## config.mk

```make
export PLATFORM = sky130hd
export DESIGN_NAME = fem_ctrl
export DESIGN_NICKNAME = d
export VERILOG_FILES = /design/src/rtl/core/fem_pkg.sv /design/src/rtl/core/fem_ctrl.sv
export SDC_FILE = /design/constraint.sdc
export NUM_CORES = 1
export LEC_CHECK = 0
export ABC_AREA = 1
export BUFFER_PORTS_ARGS = -buffer_cell sky130_fd_sc_hd__buf_2
export CORE_AREA = 2 2 39 41
export DETAILED_ROUTE_END_ITERATION = 12
export DIE_AREA = 0 0 41 43
export RECOVER_POWER = 25
export SYNTH_ARGS = -nofsm -noshare
export SYNTH_HDL_FRONTEND = slang
export SYNTH_SLANG_ARGS = --single-unit
```

## constraint.sdc

```tcl
create_clock -name clk_i -period 1.2 [get_ports clk_i]
set_clock_uncertainty 0.1 [all_clocks]
set_input_delay 0.24 -clock clk_i [delete_from_list [all_inputs] [get_ports clk_i]]
set_output_delay 0.24 -clock clk_i [all_outputs]
set_load 0.005 [all_outputs]
```

## src/rtl/core/fem_pkg.sv

```systemverilog
// Shared types and constants of the fee escalation metrics block.
package fem_pkg;

  localparam int unsigned CFG_W = 32;
  localparam int unsigned CFG_IDX_W = 3;
  localparam int unsigned LEVEL_W = 64;
  localparam int unsigned DIV_W = 80;
  localparam int unsigned DIV_CNT_W = 7;
  localparam int unsigned DEN_W = 32;

  localparam logic [1:0] CMD_ADD = 2'd0;
  localparam logic [1:0] CMD_CLOSE = 2'd1;
  localparam logic [1:0] CMD_QUOTE = 2'd2;

  localparam logic [CFG_IDX_W-1:0] CFG_BASE_LEVEL = 3'd0;
  localparam logic [CFG_IDX_W-1:0] CFG_MIN_TXN = 3'd1;
  localparam logic [CFG_IDX_W-1:0] CFG_TARGET_TXN = 3'd2;
  localparam logic [CFG_IDX_W-1:0] CFG_MAX_TXN = 3'd3;
  localparam logic [CFG_IDX_W-1:0] CFG_MIN_MULT = 3'd4;

  localparam logic [15:0] BASE_LEVEL_RST = 16'd256;
  localparam logic [10:0] MIN_TXN_RST = 11'd5;
  localparam logic [10:0] TARGET_TXN_RST = 11'd50;
  localparam logic [10:0] MAX_TXN_RST = 11'd0;
  localparam logic [31:0] MIN_MULT_RST = 32'd128000;
  localparam logic [10:0] EXPECTED_RST = 11'd5;
  localparam logic [31:0] MULT_RST = 32'd128000;

  typedef struct packed {
    logic [1:0]  command;
    logic [56:0] fee_drops;
    logic [31:0] base_fee_drops;
    logic        time_leap;
    logic [15:0] open_count;
  } in_t;

  typedef struct packed {
    logic [63:0] fee_level;
    logic [10:0] expected_count;
    logic [31:0] multiplier;
    logic [10:0] ledger_size;
    logic        overflow;
  } out_t;

  typedef struct packed {
    logic load;
    logic mul_add;
    logic mul_q1;
    logic mul_q2;
    logic mul_q3;
    logic div_start;
    logic sel_init;
    logic scan_start;
    logic scan_step;
    logic sel_bit;
    logic fin_div;
    logic fin_qlow;
    logic fin_close;
    logic fin_none;
  } dp_cmd_t;

  typedef struct packed {
    logic div_done;
    logic scan_done;
    logic bit_last;
    logic count_zero;
    logic quote_hi;
  } dp_sts_t;

endpackage

```

## src/rtl/core/fem_ctrl.sv

```systemverilog
// Controller state machine that sequences the datapath for each command.
module fem_ctrl (
  input  logic               clk_i,
  input  logic               rst_ni,
  input  logic               start_i,
  input  logic [1:0]         command_i,
  input  fem_pkg::dp_sts_t   sts_i,
  output fem_pkg::dp_cmd_t   cmd_o,
  output logic               busy_o
);

  localparam logic [3:0] S_IDLE   = 4'd0;
  localparam logic [3:0] S_AMUL   = 4'd1;
  localparam logic [3:0] S_Q1     = 4'd2;
  localparam logic [3:0] S_Q2     = 4'd3;
  localparam logic [3:0] S_Q3     = 4'd4;
  localparam logic [3:0] S_DSTART = 4'd5;
  localparam logic [3:0] S_DIV    = 4'd6;
  localparam logic [3:0] S_SINIT  = 4'd7;
  localparam logic [3:0] S_SCAN   = 4'd8;
  localparam logic [3:0] S_SBIT   = 4'd9;
  localparam logic [3:0] S_CFIN   = 4'd10;
  localparam logic [3:0] S_NONE   = 4'd11;

  logic [3:0] state_q, state_d;

  always_comb begin
    state_d = state_q;
    cmd_o = '0;
    case (state_q)
      S_IDLE: begin
        if (start_i) begin
          cmd_o.load = 1'b1;
          case (command_i)
            fem_pkg::CMD_ADD:   state_d = S_AMUL;
            fem_pkg::CMD_CLOSE: state_d = S_SINIT;
            fem_pkg::CMD_QUOTE: state_d = S_Q1;
            default:            state_d = S_NONE;
          endcase
        end
      end
      S_AMUL: begin
        cmd_o.mul_add = 1'b1;
        state_d = S_DSTART;
      end
      S_Q1: begin
        if (sts_i.quote_hi) begin
          cmd_o.mul_q1 = 1'b1;
          state_d = S_Q2;
        end else begin
          cmd_o.fin_qlow = 1'b1;
          state_d = S_IDLE;
        end
      end
      S_Q2: begin
        cmd_o.mul_q2 = 1'b1;
        state_d = S_Q3;
      end
      S_Q3: begin
        cmd_o.mul_q3 = 1'b1;
        state_d = S_DSTART;
      end
      S_DSTART: begin
        cmd_o.div_start = 1'b1;
        state_d = S_DIV;
      end
      S_DIV: begin
        if (sts_i.div_done) begin
          cmd_o.fin_div = 1'b1;
          state_d = S_IDLE;
        end
      end
      S_SINIT: begin
        cmd_o.sel_init = 1'b1;
        cmd_o.scan_start = 1'b1;
        state_d = sts_i.count_zero ? S_CFIN : S_SCAN;
      end
      S_SCAN: begin
        cmd_o.scan_step = 1'b1;
        if (sts_i.scan_done) begin
          state_d = S_SBIT;
        end
      end
      S_SBIT: begin
        cmd_o.sel_bit = 1'b1;
        cmd_o.scan_start = 1'b1;
        state_d = sts_i.bit_last ? S_CFIN : S_SCAN;
      end
      S_CFIN: begin
        cmd_o.fin_close = 1'b1;
        state_d = S_IDLE;
      end
      S_NONE: begin
        cmd_o.fin_none = 1'b1;
        state_d = S_IDLE;
      end
      default: state_d = S_IDLE;
    endcase
  end

  always_ff @(posedge clk_i or negedge rst_ni) begin
    if (!rst_ni) begin
      state_q <= S_IDLE;
    end else begin
      state_q <= state_d;
    end
  end

  assign busy_o = (state_q != S_IDLE);

endmodule

```

# Yosys cells after proc, flatten, opt, wreduce, memory -nomap -nowiden
# Cells that the tools add are included.
# totals
out_inout_bits	15
inputBits	10
reg_bits	4
wordCells	49
# classes
mux	26
reduce_logical	6
eq_ne	16
# op_table
op	count
$pmux 4 s9	1
$mux 1	18
$eq 4x3->1 const B	4
$eq 4x4->1 const B	4
$mux 4	3
$pmux 4 s3	1
$eq 4x2->1 const B	2
$mux 2	3
$ne 2x2->1 const B	3
$eq 4x1->1 const B	1
$logic_not 4->1	1
$reduce_bool 4->1	1
$reduce_or 2->1	2
$reduce_and 3->1	1
$eq 2x1->1 const B	1
$eq 2x2->1 const B	1
$logic_not 2->1	1

# Depth between registers and ports, before layout
# logic_depth
depth_word	4
mapped_depth	8
depth_no_buf	8

# Worst setup path before layout
# No wires, ideal clock.
# synth_path
path_type	register -> output
start	reg state_q[2]
end	out cmd_o[2] (netlist name)
t_required_ps	860
t_arrival_ps	938
path_slack_ps	-78
stages_incl_launch_ff	4
n_path_buf	0
path_cell_list	dfrtp_1 -> nor2_1 -> inv_1 -> nor3_1
# synth_rtl
element	line	source
from (decl)	fem_ctrl.sv:25	logic [3:0] state_q, state_d;
from (signal assigned)	fem_ctrl.sv:105	state_q <= state_d;
to (decl)	fem_ctrl.sv:8	output fem_pkg::dp_cmd_t cmd_o,

==> run_results.csv <==
group,metric,value,unit
run_status,outcome,"complete, but fails checks",
run_status,failed_checks,"setup timing",
die,floorplan.die_area,1760,um^2
clocking,numCtsBuffers,3,
yosys,synth.cell_area,399,um^2
die,die-width,41,um
detailed_routing,drtAntennaViolNets,0,
die,initial_core_util,28.8,%
flow_run,maxCapViolations,0,
place,detailed_place_hpwl,978,um
sta,rsz0062_at_grt,"yes",
clocking,clock_slew_seen_by_the_registers_of_the_worst_setup_and_hold_paths,40,ps
detailed_routing,routed-wl-met2,973,um
detailed_routing,topRoutingLayerUsed,"met4",
clocking,tritoncts_num_sinks,4,
pwr,switching_share,46.4,%
sta,drv_slew,0,
yosys,yosysWarningCount,0,
setup_path,timing.critical_path.fanout_max,4,
sta,final_hold_vio_count,0,
yosys,mappedNetlistNets,85,
setup_path,crit_path_max_incr_delay,430,ps
pwr,power.leakage,0.000580,uW
layout,final_cells,143,
setup_path,critical_path_arrival,1280,ps
die,chipHeight,43,um
setup_path,crit_chain,"nor2_4 -> buf_6 -> nand2_4 -> nor2_1 -> buf_2",
sta,finalSetupViolCount,19,
place,postPlaceCellArea,614,um^2
layout,final_layout_size_suffix_gt1_share,67.7,%
setup_path,worst_path_max_delay_cell,"sky130_fd_sc_hd__dfrtp_1",
global_route,grt_max_degree,7,
layout,layout.cells.most_common,"sky130_fd_sc_hd__buf_2",
hold_path,min_path_type,"input port to flop",
place,place_congestion,0.806,
global_route,globalRouteOverflowTotal,0,
layout,largest-register,"state_q",
pwr,power.clock.fraction,7.5,%
pwr,fraction_of_power_consumed_by_sequential_logic,14.0,%
yosys,synthDistinctLibCells,12,
sta,tightest_slew,211,ps
detailed_routing,detailedRoute.firstPassIterationCount,4,
layout,number_of_antenna_repair_diodes,0,
layout,finish.net_count,139,
layout,final_area,943,um^2
setup_path,start_kind,"flop",
die,io_pins,25,
layout,largest_registers,"state_q x4",
global_route,first_pass_grt_wire_length,2.22,mm
global_route,grt_antenna_before_repair,0,
setup_path,path_class,"flop to output port",
pwr,peakVddDrop,1.24,mV
pwr,total_chip_power,2300,uW
layout,fill_cells,118,
layout,layout.core_utilization,68.2,%
pwr,power.combinational.fraction,78.4,%
detailed_routing,post_drt_via_cell_ratio,4.57,
layout,flow.area_growth_from_synthesis,136,%
sta,maximum_clock_frequency,617,MHz
clocking,clock_path_buffers,2,
detailed_routing,met1_length,604,um
clocking,clock_tree.root_cell,"sky130_fd_sc_hd__clkbuf_4",
pwr,internal_power,1230,uW
global_route,groute.usage.overall,18.7,%
detailed_routing,routed_wl,1.65,mm
clocking,insertion_delay,240,ps
yosys,synthesis.area_per_instance,5.32,um^2
global_route,grt_pass1_vias,594,
pwr,power_switching,1070,uW
sta,post-route-period-util,135,%
die,core.rowCount,14,
sta,whs,239,ps
setup_path,worst_ep_required,860,ps
sta,timing.max_slew.rel_slack,85.9,%
detailed_routing,detailed_route_via_count,653,
yosys,synth-seq-area-share,25.1,%
detailed_routing,dr.first_iter.drc_count,4,
die,fp.coreArea,1380,um^2
layout,largest_register_ffs,4,
detailed_routing,met3_wirelength,51,um
clocking,h_tree_level_count,1,
layout,most-common-layout-cells,"sky130_fd_sc_hd__buf_2 (21), sky130_fd_sc_hd__buf_4 (16), sky130_fd_sc_hd__nand2_1 (14)",
yosys,synthCells,75,
setup_path,critPathCaptureType,"output port",
place,placement.io_buffers,24,
sta,finalWorstSetupSlack,-419,ps
detailed_routing,drt_drc_violations_left,0,
detailed_routing,wl_per_cell,11.5,um
yosys,postSynthRegisterBits,4,
pwr,power-per-cell-area,2430,nW/um^2
sta,final_period_minus_worst_setup_slack,1620,ps
place,placed_cells_incl_taps,124,
clocking,cts_tree,"yes",
-- cells in the mapped netlist, drive strengths merged --
cell type | n | area (um^2)
nand3 | 8 | 45.0
a22oi | 1 | 7.51
o211ai | 1 | 7.51
nor2 | 15 | 58.8
nor3 | 3 | 15.0
nand2 | 22 | 85.1
inv | 20 | 75.1
dfrtp | 4 | 100
a21oi | 1 | 5.00
-- path summary, 6_finish.rpt --
check	startpoint	end	slack, ps	depth (start not counted)
min in group asynchronous	rst_ni	state_q[2]	250	2
hold / removal	sts_i[2]	state_q[1]	240	5
setup reg to reg	state_q[2]	state_q[0]	-270	7
max in group asynchronous	rst_ni	state_q[0]	560	2
setup / recovery	state_q[2]	cmd_o[13]	-420	5
hold reg to reg	state_q[3]	state_q[3]	700	4
-- routing by layer --
| layer | track usage (%) | up-vias |
|---|---|---|
| li1 | - | 326 |
| met1 | 15.9 | 310 |
| met2 | 37.2 | 15 |
| met3 | 1.57 | 2 |
| met4 | 10.0 | 0 |
| met5 | 0 | - |
-- layout make-up --
type / instances / area [um^2] / area share (%)
Multi-Input combinational cell: 51 / 372 / 39.4
Timing Repair Buffer: 49 / 352 / 37.3
Sequential cell: 4 / 103 / 10.9
Inverter: 20 / 75.1 / 7.96
Clock buffer: 3 / 22.5 / 2.39
Tap cell: 16 / 20.0 / 2.12
-- stage by stage --
step	TNS, ps	setup slack [ps]
3_3_place_gp	-1500	-156
4_1_cts	-5400	-356
6_report	-6090	-419
3_5_place_dp	-1880	-164
2_1_floorplan	-43.5	-10.6
5_1_grt	-7190	-449
-- power by group through the flow --
stage	logic, uW	clock network, uW	registers [uW]
3_3_place_gp	957	0	260
3_5_place_dp	966	0	263
2_1_floorplan	559	0	254
5_1_grt	1940	188	325
6_report	1800	173	323
4_1_cts	1320	174	312
-- worst max-delay path: cells and delay by family, from the launching register on --
kind | cells | cell delay, ps
DFF | 1 | 430
buffers and inverters | 2 | 250
and+or+nand+nor | 3 | 340
-- repair_timing --
action,4_1_cts,5_1_grt
hold buffers,1,0
pin swaps,11,7
endpoints found under the hold margin,4,0
gates resized for setup,26,28
setup buffers,11,5
endpoints found under the setup margin,19,19
-- kinds of logic (layout without fill, tap and decap cells) --
group,Yosys count,count (layout),share of synthesized area [%]
AOI/OAI and AO/OA,3,3,5.02
buffers and inverters,20,72,18.8
DFF,4,4,25.1
and+or+nand+nor,48,48,51.1
Note: power is estimated with default switching activity, not from simulation.
